==> src/cpbck_pkg.sv <==
// Shared types and constants for the palette blit unit.
// No dependencies.
package cpbck_pkg;

    localparam int COORD_W  = 11;   // on-screen coordinate bits (screen up to 2048)
    localparam int ADDR_W   = 18;
    localparam int COLOR_W  = 16;
    localparam int INDEX_W  = 8;
    localparam int CFG_IDX_W  = 3;
    localparam int CFG_DATA_W = 12;
    localparam int PAL_DEPTH  = 256;

    localparam logic [CFG_IDX_W-1:0] REG_DEST_X     = 3'd0;
    localparam logic [CFG_IDX_W-1:0] REG_DEST_Y     = 3'd1;
    localparam logic [CFG_IDX_W-1:0] REG_SRC_WIDTH  = 3'd2;
    localparam logic [CFG_IDX_W-1:0] REG_SRC_HEIGHT = 3'd3;
    localparam logic [CFG_IDX_W-1:0] REG_SRC_SKIP   = 3'd4;
    localparam logic [CFG_IDX_W-1:0] REG_KEY_ENABLE = 3'd5;
    localparam logic [CFG_IDX_W-1:0] REG_KEY_INDEX  = 3'd6;

    localparam logic OP_PALETTE = 1'b0;
    localparam logic OP_PIXEL   = 1'b1;

    typedef struct packed {
        logic signed [11:0] dest_x;
        logic signed [11:0] dest_y;
        logic [10:0]        src_width;
        logic [10:0]        src_height;
        logic [9:0]         src_skip;
        logic               key_enable;
        logic [7:0]         key_index;
    } t_cfg;

    typedef struct packed {
        logic               we;
        logic               last;
        logic [COORD_W-1:0] x;
        logic [COORD_W-1:0] y;
    } t_pix;

endpackage

==> src/cpbck_ram.sv <==
// Generic single-write, single-read synchronous RAM with registered read.
// No dependencies.
module cpbck_ram #(
    parameter int WIDTH = 16,
    parameter int DEPTH = 256
) (
    input  logic                     i_clk,
    input  logic                     i_we,
    input  logic [$clog2(DEPTH)-1:0] i_waddr,
    input  logic [WIDTH-1:0]         i_wdata,
    input  logic                     i_re,
    input  logic [$clog2(DEPTH)-1:0] i_raddr,
    output logic [WIDTH-1:0]         o_rdata
);

    logic [WIDTH-1:0] r_mem [DEPTH];
    logic [WIDTH-1:0] r_rdata;

    always_ff @(posedge i_clk) begin
        if (i_we) begin
            r_mem[i_waddr] <= i_wdata;
        end
        // read data holds until the next read
        if (i_re) begin
            r_rdata <= r_mem[i_raddr];
        end
    end

    assign o_rdata = r_rdata;

endmodule

==> src/cpbck_addr_gen.sv <==
// Column/row counters, screen clipping and colour-key test for source bytes.
// Depends on cpbck_pkg.
module cpbck_addr_gen #(
    parameter int FB_WIDTH  = 480,
    parameter int FB_HEIGHT = 320
) (
    input  logic                           i_clk,
    input  logic                           i_rst_n,
    input  logic                           i_step,
    input  cpbck_pkg::t_cfg                i_cfg,
    input  logic [cpbck_pkg::INDEX_W-1:0]  i_index,
    output cpbck_pkg::t_pix                o_pix
);
    import cpbck_pkg::*;

    localparam logic [12:0] FBW = 13'(FB_WIDTH);
    localparam logic [12:0] FBH = 13'(FB_HEIGHT);

    logic [10:0] r_col, n_col;
    logic [9:0]  r_row, n_row;
    logic [10:0] w, h;
    logic [11:0] row_len;
    logic signed [13:0] x, y;
    logic on, keyed, in_image, row_end, area_end;

    always_comb begin
        if (i_cfg.src_width == 11'd0)         w = 11'd1;
        else if (i_cfg.src_width > 11'd1024)  w = 11'd1024;
        else                                  w = i_cfg.src_width;
        if (i_cfg.src_height == 11'd0)        h = 11'd1;
        else if (i_cfg.src_height > 11'd1024) h = 11'd1024;
        else                                  h = i_cfg.src_height;

        row_len  = {1'b0, w} + {2'b00, i_cfg.src_skip};
        in_image = r_col < w;

        x = {{2{i_cfg.dest_x[11]}}, i_cfg.dest_x} + $signed({3'b000, r_col});
        y = {{2{i_cfg.dest_y[11]}}, i_cfg.dest_y} + $signed({4'b0000, r_row});
        on = !x[13] && (x[12:0] < FBW) && !y[13] && (y[12:0] < FBH);
        keyed = i_cfg.key_enable && (i_index == i_cfg.key_index);

        row_end  = ({1'b0, r_col} + 12'd1) >= row_len;
        area_end = ({1'b0, r_row} + 11'd1) >= h;

        n_col = r_col;
        n_row = r_row;
        if (i_step) begin
            if (row_end) begin
                n_col = '0;
                n_row = area_end ? '0 : r_row + 10'd1;
            end else begin
                n_col = r_col + 11'd1;
            end
        end

        o_pix.we   = in_image && on && !keyed;
        o_pix.last = row_end && area_end;
        o_pix.x    = x[COORD_W-1:0];
        o_pix.y    = y[COORD_W-1:0];
    end

    always_ff @(posedge i_clk) begin
        if (!i_rst_n) begin
            r_col <= '0;
            r_row <= '0;
        end else begin
            r_col <= n_col;
            r_row <= n_row;
        end
    end

endmodule

==> src/clipped_palette_blit_chroma_key_unit.sv <==
// Palette blit with screen clipping and colour key: top level.
// Depends on cpbck_pkg, cpbck_ram and cpbck_addr_gen.
//
// Takes one beat per cycle while not stalled, palette loads and source
// bytes alike, and gives one result beat for each: a framebuffer write
// (address y*FB_WIDTH+x, RGB565 colour) or a no-write beat, with last on
// the final byte of the source area. A beat passes the palette RAM read,
// the address multiply and the output register. A palette load written in
// one cycle is seen by a source byte in the next. The user must write
// registers through the cfg port only while no beat is in flight; unchecked.
module clipped_palette_blit_chroma_key_unit #(
    parameter int FB_WIDTH  = 480,
    parameter int FB_HEIGHT = 320
) (
    input  logic        i_clk,
    input  logic        i_rst_n,
    input  logic        i_cfg_we,
    input  logic [2:0]  i_cfg_index,
    input  logic [11:0] i_cfg_data,
    input  logic        i_in_valid,
    output logic        o_in_stall,
    input  logic        i_operation,
    input  logic [7:0]  i_entry,
    input  logic [15:0] i_entry_color,
    input  logic [7:0]  i_source_byte,
    output logic        o_out_valid,
    input  logic        i_out_stall,
    output logic        o_write_enable,
    output logic [17:0] o_fb_address,
    output logic [15:0] o_write_color,
    output logic        o_last
);
    import cpbck_pkg::*;

    localparam logic [COORD_W:0] FBW = (COORD_W+1)'(FB_WIDTH);

    t_cfg r_cfg;
    t_pix pix;

    logic accept, out_free, pal_wr, pal_rd;
    logic [COLOR_W-1:0] rdata;

    logic               r_s1_valid, r_s1_we, r_s1_last;
    logic [COORD_W-1:0] r_s1_x, r_s1_y;
    logic [2*COORD_W+1:0] addr_full;

    logic               r_out_valid, r_out_we, r_out_last;
    logic [ADDR_W-1:0]  r_out_addr;
    logic [COLOR_W-1:0] r_out_color;

    // configuration registers
    always_ff @(posedge i_clk) begin
        if (!i_rst_n) begin
            r_cfg.dest_x     <= '0;
            r_cfg.dest_y     <= '0;
            r_cfg.src_width  <= 11'd1;
            r_cfg.src_height <= 11'd1;
            r_cfg.src_skip   <= '0;
            r_cfg.key_enable <= 1'b0;
            r_cfg.key_index  <= '0;
        end else if (i_cfg_we) begin
            case (i_cfg_index)
                REG_DEST_X:     r_cfg.dest_x     <= i_cfg_data;
                REG_DEST_Y:     r_cfg.dest_y     <= i_cfg_data;
                REG_SRC_WIDTH:  r_cfg.src_width  <= i_cfg_data[10:0];
                REG_SRC_HEIGHT: r_cfg.src_height <= i_cfg_data[10:0];
                REG_SRC_SKIP:   r_cfg.src_skip   <= i_cfg_data[9:0];
                REG_KEY_ENABLE: r_cfg.key_enable <= i_cfg_data[0];
                REG_KEY_INDEX:  r_cfg.key_index  <= i_cfg_data[7:0];
                default: ;
            endcase
        end
    end

    // handshake: stage 1 only waits while the output register is held
    assign out_free   = !r_out_valid || !i_out_stall;
    assign o_in_stall = r_s1_valid && !out_free;
    assign accept     = i_in_valid && !o_in_stall;
    assign pal_wr     = accept && (i_operation == OP_PALETTE);
    assign pal_rd     = accept && (i_operation == OP_PIXEL);

    cpbck_ram #(
        .WIDTH (COLOR_W),
        .DEPTH (PAL_DEPTH)
    ) u_palette (
        .i_clk   (i_clk),
        .i_we    (pal_wr),
        .i_waddr (i_entry),
        .i_wdata (i_entry_color),
        .i_re    (pal_rd),
        .i_raddr (i_source_byte),
        .o_rdata (rdata)
    );

    cpbck_addr_gen #(
        .FB_WIDTH  (FB_WIDTH),
        .FB_HEIGHT (FB_HEIGHT)
    ) u_addr_gen (
        .i_clk   (i_clk),
        .i_rst_n (i_rst_n),
        .i_step  (pal_rd),
        .i_cfg   (r_cfg),
        .i_index (i_source_byte),
        .o_pix   (pix)
    );

    // stage 1: palette read in flight, coordinates held
    always_ff @(posedge i_clk) begin
        if (!i_rst_n) begin
            r_s1_valid <= 1'b0;
        end else if (accept) begin
            r_s1_valid <= 1'b1;
        end else if (out_free) begin
            r_s1_valid <= 1'b0;
        end
    end

    always_ff @(posedge i_clk) begin
        if (accept) begin
            r_s1_we   <= pal_rd && pix.we;
            r_s1_last <= pal_rd && pix.last;
            r_s1_x    <= pix.x;
            r_s1_y    <= pix.y;
        end
    end

    assign addr_full = {1'b0, r_s1_y} * FBW + {{(COORD_W+2){1'b0}}, r_s1_x};

    // output register
    always_ff @(posedge i_clk) begin
        if (!i_rst_n) begin
            r_out_valid <= 1'b0;
        end else if (out_free) begin
            r_out_valid <= r_s1_valid;
        end
    end

    always_ff @(posedge i_clk) begin
        if (out_free && r_s1_valid) begin
            r_out_we    <= r_s1_we;
            r_out_last  <= r_s1_last;
            r_out_addr  <= r_s1_we ? addr_full[ADDR_W-1:0] : '0;
            r_out_color <= r_s1_we ? rdata : '0;
        end
    end

    assign o_out_valid    = r_out_valid;
    assign o_write_enable = r_out_we;
    assign o_fb_address   = r_out_addr;
    assign o_write_color  = r_out_color;
    assign o_last         = r_out_last;

endmodule
==> config.mk <==
export PLATFORM = sky130hd
export DESIGN_NAME = clipped_palette_blit_chroma_key_unit
export DESIGN_NICKNAME = d
export VERILOG_FILES = /design/src/cpbck_pkg.sv /design/src/cpbck_ram.sv /design/src/cpbck_addr_gen.sv /design/src/clipped_palette_blit_chroma_key_unit.sv
export SDC_FILE = /design/constraint.sdc
export NUM_CORES = 2
export LEC_CHECK = 0
export BUFFER_PORTS_ARGS = -buffer_cell sky130_fd_sc_hd__buf_2
export CELL_PAD_IN_SITES_DETAIL_PLACEMENT = 1
export CELL_PAD_IN_SITES_GLOBAL_PLACEMENT = 1
export CORE_MARGIN = 4
export CORE_UTILIZATION = 45
export CTS_CLUSTER_SIZE = 12
export DETAILED_ROUTE_END_ITERATION = 8
export MAX_ROUTING_LAYER = met4
export PLACE_DENSITY = 0.78
export SLEW_MARGIN = 30
export SYNTH_ARGS = -nofsm -noshare
export SYNTH_HDL_FRONTEND = slang
export SYNTH_SLANG_ARGS = --single-unit
export TNS_END_PERCENT = 5
==> constraint.sdc <==
create_clock -name i_clk -period 4 [get_ports i_clk]
set_clock_uncertainty 0.2 [all_clocks]
set_input_delay 0.2 -clock i_clk [delete_from_list [all_inputs] [get_ports i_clk]]
set_output_delay 0.2 -clock i_clk [all_outputs]
set_load 0.05 [all_outputs]
---- Word level (Yosys, flattened, before mapping) ----
Memory sizes are Yosys's and may differ from the RTL's. A register that Yosys moved wholly into a read port is not among the register bits.
Index checks and enable logic that the tools add are counted.
storage, ports and cells
  RAM bits ................................ 4,096
  input bits .............................. 53
  word-level logic and storage cells ...... 88
  register bits after elaboration ......... 148
  memories ................................ 1
cells by class
  $lt $le $gt $ge ......................... 7
  equality and inequality tests ........... 7
  mux-type cells .......................... 10
  bitwise logic cells ..................... 1
  multiply operators ...................... 1
  add/sub/neg operators ................... 8
  reduce and logical (&&, ||, !) cells .... 34
memory list
  memory           depth  width  read ports  clocked after Yosys merged registers in  write ports  RTL line         source
  u_palette.r_mem  256    16     1           1                                        1            cpbck_ram.sv:16  logic [WIDTH-1:0] r_mem [DEPTH];
operators by type and width
  kind                   number
  $mux 11                5
  $lt 13x9->1 const B    2
  $gt 11x11->1 const B   2
  $logic_not 11->1       2
  $add 18x11->18         1
  $reduce_and 2->1       8
  $logic_and 1x1->1      14
  $add 12x11->13         1
  $add 12x12->13         1
  $mul 11x4->13 const B  1
  $add 11x1->12 const B  1
  $add 11x10->12         1
  $ge 12x12->1           1
  $add 10x1->11 const B  1
  $add 11x1->11 const B  1
  $ge 11x11->1           1
  $lt 11x11->1           1
  $add 10x1->10 const B  1
  $mux 10                1
  $eq 3x3->1 const B     3
  $eq 8x8->1             1
  $logic_not 1->1        7
  $eq 3x2->1 const B     2
  $mux 1                 4
  other kinds (5)        5

---- Longest topological paths before layout ----
  depth after elaboration ................. 9
  mapped depth ............................ 21
  gate-level depth less buffers ........... 19

---- Modules after synthesis ----
From an unflattened synthesis, not the netlist that was laid out.
unflattened totals
  cell total of the unflattened synthesis .. 8,426
  area total of the unflattened synthesis .. 168,576.7 sq um
modules (own cells, without submodules)
  module                                area an instance (sq um)  times used  cells an instance
  cpbck_ram                             158,874.9                 1           7,360
  clipped_palette_blit_chroma_key_unit  6,035.8                   1           580
  cpbck_addr_gen                        3,666.0                   1           486

---- Worst setup path after synthesis ----
Ideal clock, no wire load.
  path kind ............................... flip-flop to flip-flop
  start ................................... register r_cfg[40] (netlist name)
  end ..................................... register u_addr_gen.r_col[1]
  setup slack ............................. -277 ps
  cell stages (with the launch flop) ...... 21
  library setup time ...................... 70 ps
  data required time ...................... 3,730 ps
  arrival time ............................ 4,006 ps
  cell sequence ........................... dfxtp_1 > inv_1 > clkbuf_1 > nand2_1 > inv_1 > fa_1 > a21o_1 > a21oi_1 > o21bai_1 > a21oi_1 > o21ai_0 > xnor2_1 > ha_1 > nand2_1 > nor2_1 > a2111oi_0 > o21ai_0 > o21ai_1 > clkbuf_1 > nand3_1 > a21oi_1
on the way
  cells in the longest elaborated chain, start to end .. 6
  elaborated cells between the ends (all ways) .. 7
  classes of those cells .................. add/sub (1); order compare (2); mux (3); reduce/logical (1)
RTL lines
  what                    RTL line                                    source
  start: declaration      clipped_palette_blit_chroma_key_unit.sv:37  t_cfg r_cfg;
  $gt 11x11->1            cpbck_addr_gen.sv:28                        else if (i_cfg.src_width > 11'd1024) w = 11'd1024;
  $mux 11                 cpbck_addr_gen.sv:28
  $mux 11 *               cpbck_addr_gen.sv:27                        if (i_cfg.src_width == 11'd0) w = 11'd1;
  $add 11x10->12 *        cpbck_addr_gen.sv:34                        row_len = {1'b0, w} + {2'b00, i_cfg.src_skip};
  $ge 12x12->1 *          cpbck_addr_gen.sv:42                        row_end = ({1'b0, r_col} + 12'd1) >= row_len;
  $mux 11 *               cpbck_addr_gen.sv:48                        if (row_end) begin
  end signal: assignment  cpbck_addr_gen.sv:67                        r_col <= n_col;
  end: declaration        cpbck_addr_gen.sv:19                        logic [10:0] r_col, n_col;
Mark *: on every way between the ends. The rest lies on a longest branch, timed or not.
A chain may end at the register's enable or synchronous reset.

---- Final worst setup path ----
  start ................................... register r_cfg[39] (netlist name)
  end ..................................... register u_addr_gen.r_col[9]
Same word-level chain as after synthesis.

==> summary.md <==
| Metric | Value |
|---|---|
| DR top layer | `met4` |
| Critical Path Sink Type | `register` |
| Area growth syn-to-layout | `14.8%` |
| Height of the die | `approximately 620 um` |
| Most frequent cells in the layout | `edfxtp_1 (4172), mux4_2 (1121), buf_4 (657), clkbuf_16 (435), mux2i_1 (323)` |
| GP Congestion | `0.898` |
| Final Non-Filler Cells | `around 14k` |
| Fraction of layout cells with a size suffix above 1 | `28.6%` |
| Skew-Pair Late Insertion Delay | `1010 ps` |
| VDD IR-drop max | `approximately 0.44 mV` |
| Initial DRC count | `roughly 13k` |
| Initial Util | `between 40% and 50%` |
| Root Buffer Master | `clkbuf_16` |
| Pin count of the biggest net entering global routing | `153` |
| Critical Path Most Common Cell | `a21oi_2` |
| Clock Sinks | `4260` |
| Syn_nets | `roughly 8k` |
| Synth cell types | `67` |
| Slowest stage cell, crit path | `a2111oi_2` |
| Antenna Violating Nets Remaining | `0` |
| CTS buffer count | `around 430` |
| First-pass GRT wire length | `~680000 um` |
| Avg WL per Cell | `between 30 and 40 um` |
| Period utilization | `106%` |
| Worst-case clock buffer depth | `4` |
| Via density | `~6.3` |
| Hold slack | `between 20 and 30 ps` |
| Fin crit period | `roughly 4200 ps` |
| Via count | `86.5k` |
| Crit path kind | `reg2reg` |
| Sequential-to-total area share from yosys stat | `approximately three quarters` |
| Yosys reg bits | `between 4k and 5k` |
| Die area | `about 380000 um2` |
| Port bufs | `90` |
| Layout net count | `a little under 9k` |
| Vias in the first global route | `approximately 90k` |
| Global route total overflow | `0` |
| Final Hold Viols | `0` |
| Worst Setup Slack, final | `-229 ps` |
| Arr. time, crit path | `between 4000 and 5000 ps` |
| I/O pin count | `91` |
| Relative slew slack | `between 20% and 30%` |
| Clk slew on worst S/H paths | `70 ps` |
| Fill count | `between 30k and 40k` |
| Initial antenna violation count | `24` |
| Met3 routed WL | `about 47000 um` |
| Area leader, netlist | `edfxtp_1` |
| DRC errors left | `0` |
| MaxCap Viol Count | `0` |
| CTS tree | `yes` |
| Most common cell after layout, fill and taps aside | `edfxtp_1` |
| Top cells by area, synth | `edfxtp_1 (75%), mux4_2 (15%), mux2i_1 (1.9%)` |
| Critical Path Max Stage Delay | `between 300 and 400 ps` |
| Avg Inst Size Synth | `about 22 um2` |
| Top_reg_cell synth | `edfxtp_1` |
| RSZ-0062 raised after global routing | `yes` |
| DRT met1 WL | `roughly 170000 um` |
| Critical path buffer and inverter count | `3` |
| Post-Syn Area | `around 170000 um2` |
| Core Region | `approximately 370000 um2` |
| Die width | `around 600 um` |
| Async SR Flop Fraction | `0%` |
| WL final | `around 480000 um` |
| EDFF count, synth | `4172` |
| CP Launch Type | `register` |
| Highest clock rate | `about 0.24 GHz` |
| Post-synth top area share | `75.0%` |
| Final Max Tran Viols | `0` |
| Hold crit path type | `in2reg` |
| Detailed Place HPWL | `292000 um` |
| Lkg Pwr | `between 60 and 70 nW` |
| CP Cell Sequence | `nor4_4 > buf_4 > nand3_4 > a21oi_2 > ha_2 > fa_2 > a21o_1 > a21oi_2 > o21bai_1 > a21oi_2 > buf_4 > xor2_1 > ha_1 > nand2_2 > nor2_2 > a2111oi_2 > o21ai_2 > o21ai_4 > clkbuf_16 > nand3_1 > a31oi_1` |
| Row cnt | `223` |
| Total GRT Usage | `about 26%` |
| Crit-path max FO | `4` |
| DRT Pass-1 Iters | `6` |
| Power per cell area | `between 400 and 500 nW/um2` |
| Yosys warns | `0` |
| CP delay by family, top | `compound AO/OA/AOI/OAI gates` |
| Status | `complete, but fails checks` |
| H-tree depth | `5` |
| Placed insts | `13.0k` |
| Endpoints failing setup | `27` |
| DR WL met2 | `232000 um` |
| Violated checks | `negative setup slack` |
| Req. time, crit path | `around 4700 ps` |
| Measured slew at the worst slew-check pin | `around 1100 ps` |
| Syn Inst Count | `about 7.6k` |
-- stage by stage --
step | power, mW | utilization [%] | setup TNS [ps] | instance area [um2] | setup WS (ps)
global route | 94.4 | 51.9 | -9230 | 192000 | -393
finish | 91.5 | 51.9 | -3950 | 192000 | -229
global placement | 55.4 | 48.2 | -7440 | 178000 | -390
detailed placement | 55.6 | 48.2 | -9110 | 178000 | -441
CTS | 91.9 | 51.8 | -3380 | 191000 | -204
floorplan | 53.0 | - | -16.4 | 167000 | -16.4
-- logic make-up after synthesis --
family	after synthesis	share of synthesized area, %
adders and majority gates	108	0.912
DFF	4260	76.0
muxes	1445	17.1
xor gates and xnor gates	60	0.315
buffers and inverters	436	1.48
and+or+nand+nor	830	2.26
AOI/OAI and AO/OA	480	1.95
-- layout make-up --
type / instances / area (um2) / share of cell area, %
Antenna cell: 16 / 40.0 / 0.0209
Clock buffer: 545 / 11300 / 5.87
Clock inverter: 136 / 1090 / 0.566
Inverter: 50 / 188 / 0.0978
Multi-Input combinational cell: 2923 / 37800 / 19.7
Sequential cell: 4260 / 127000 / 66.2
Tap cell: 4950 / 6190 / 3.23
Timing Repair Buffer: 920 / 8270 / 4.31
-- final timing paths --
kind / startpoint / endpoint / slack, ps / depth (start not counted)
setup / recovery: r_cfg[39] / u_addr_gen.r_col[9] / -230 / 21
hold / removal: i_entry_color[15] / u_palette.r_mem[113][15] / 30 / 2
setup reg to reg: r_cfg[39] / u_addr_gen.r_col[9] / -230 / 21
hold reg to reg: r_cfg[50] / r_cfg[50] / 270 / 2
-- state kept, by name (all words and copies together), names as in the netlist --
name,flops
o_out_valid,1
r_s1_y,11
u_palette.o_rdata,16
o_fb_address,18
r_s1_we,1
o_last,1
r_s1_x,11
u_addr_gen.r_row,10
o_write_color,16
r_s1_valid,1
o_write_enable,1
u_palette.r_mem,4096
r_cfg,65
u_addr_gen.r_col,11
r_s1_last,1
-- worst register-to-register path: cells and delay by family (launching register included) --
kind                       cells  cell delay, ps
buffers and inverters          3             500
AOI/OAI and AO/OA              9            1680
DFF                            1             340
and+or+nand+nor                5             550
xor gates and xnor gates       1             150
adders and majority gates      3             730
-- what timing repair did --
action | CTS | global route
setup buffers | 3 | 4
gates resized for setup | 17 | 23
hold endpoints to repair | 2495 | 0
gates cloned | 1 | 2
hold buffers | 83 | 0
setup endpoints to repair | 26 | 29
pin swaps | 11 | 36
-- synth_stat cells, types with 14 or more instances --
library cell,count
xor2_1,27
edfxtp_1,4172
buf_2,92
and3_1,14
o211ai_1,36
buf_6,64
and2_1,33
mux2i_1,323
nor3_1,31
buf_4,59
o22ai_1,28
nand2_1,221
nor2b_1,27
o21ai_0,34
buf_1,28
dfxtp_1,88
fa_1,23
nor2_1,324
a211oi_1,33
nand2b_1,45
nand3_1,51
a21oi_1,126
clkbuf_1,141
ha_1,85
inv_1,49
nand4_1,34
mux4_2,1121
nor4_1,15
xnor2_1,33
a22oi_1,119
-- power breakdown --
| group | total (mW) | internal (mW) | switching [mW] |
|---|---|---|---|
| registers | 49.2 | 49.1 | 0.0599 |
| logic | 5.75 | 2.22 | 3.52 |
| clock network | 36.6 | 20.2 | 16.4 |
| total | 91.5 | 71.5 | 20.0 |
-- layer usage --
| metal | track usage [%] | up-vias |
|---|---|---|
| li1 | - | 33900 |
| met1 | 32.6 | 46000 |
| met2 | 39.9 | 5566 |
| met3 | 5.11 | 1047 |
| met4 | 11.7 | 0 |
| met5 | - | - |
Note: power is estimated with default switching activity, not from simulation.
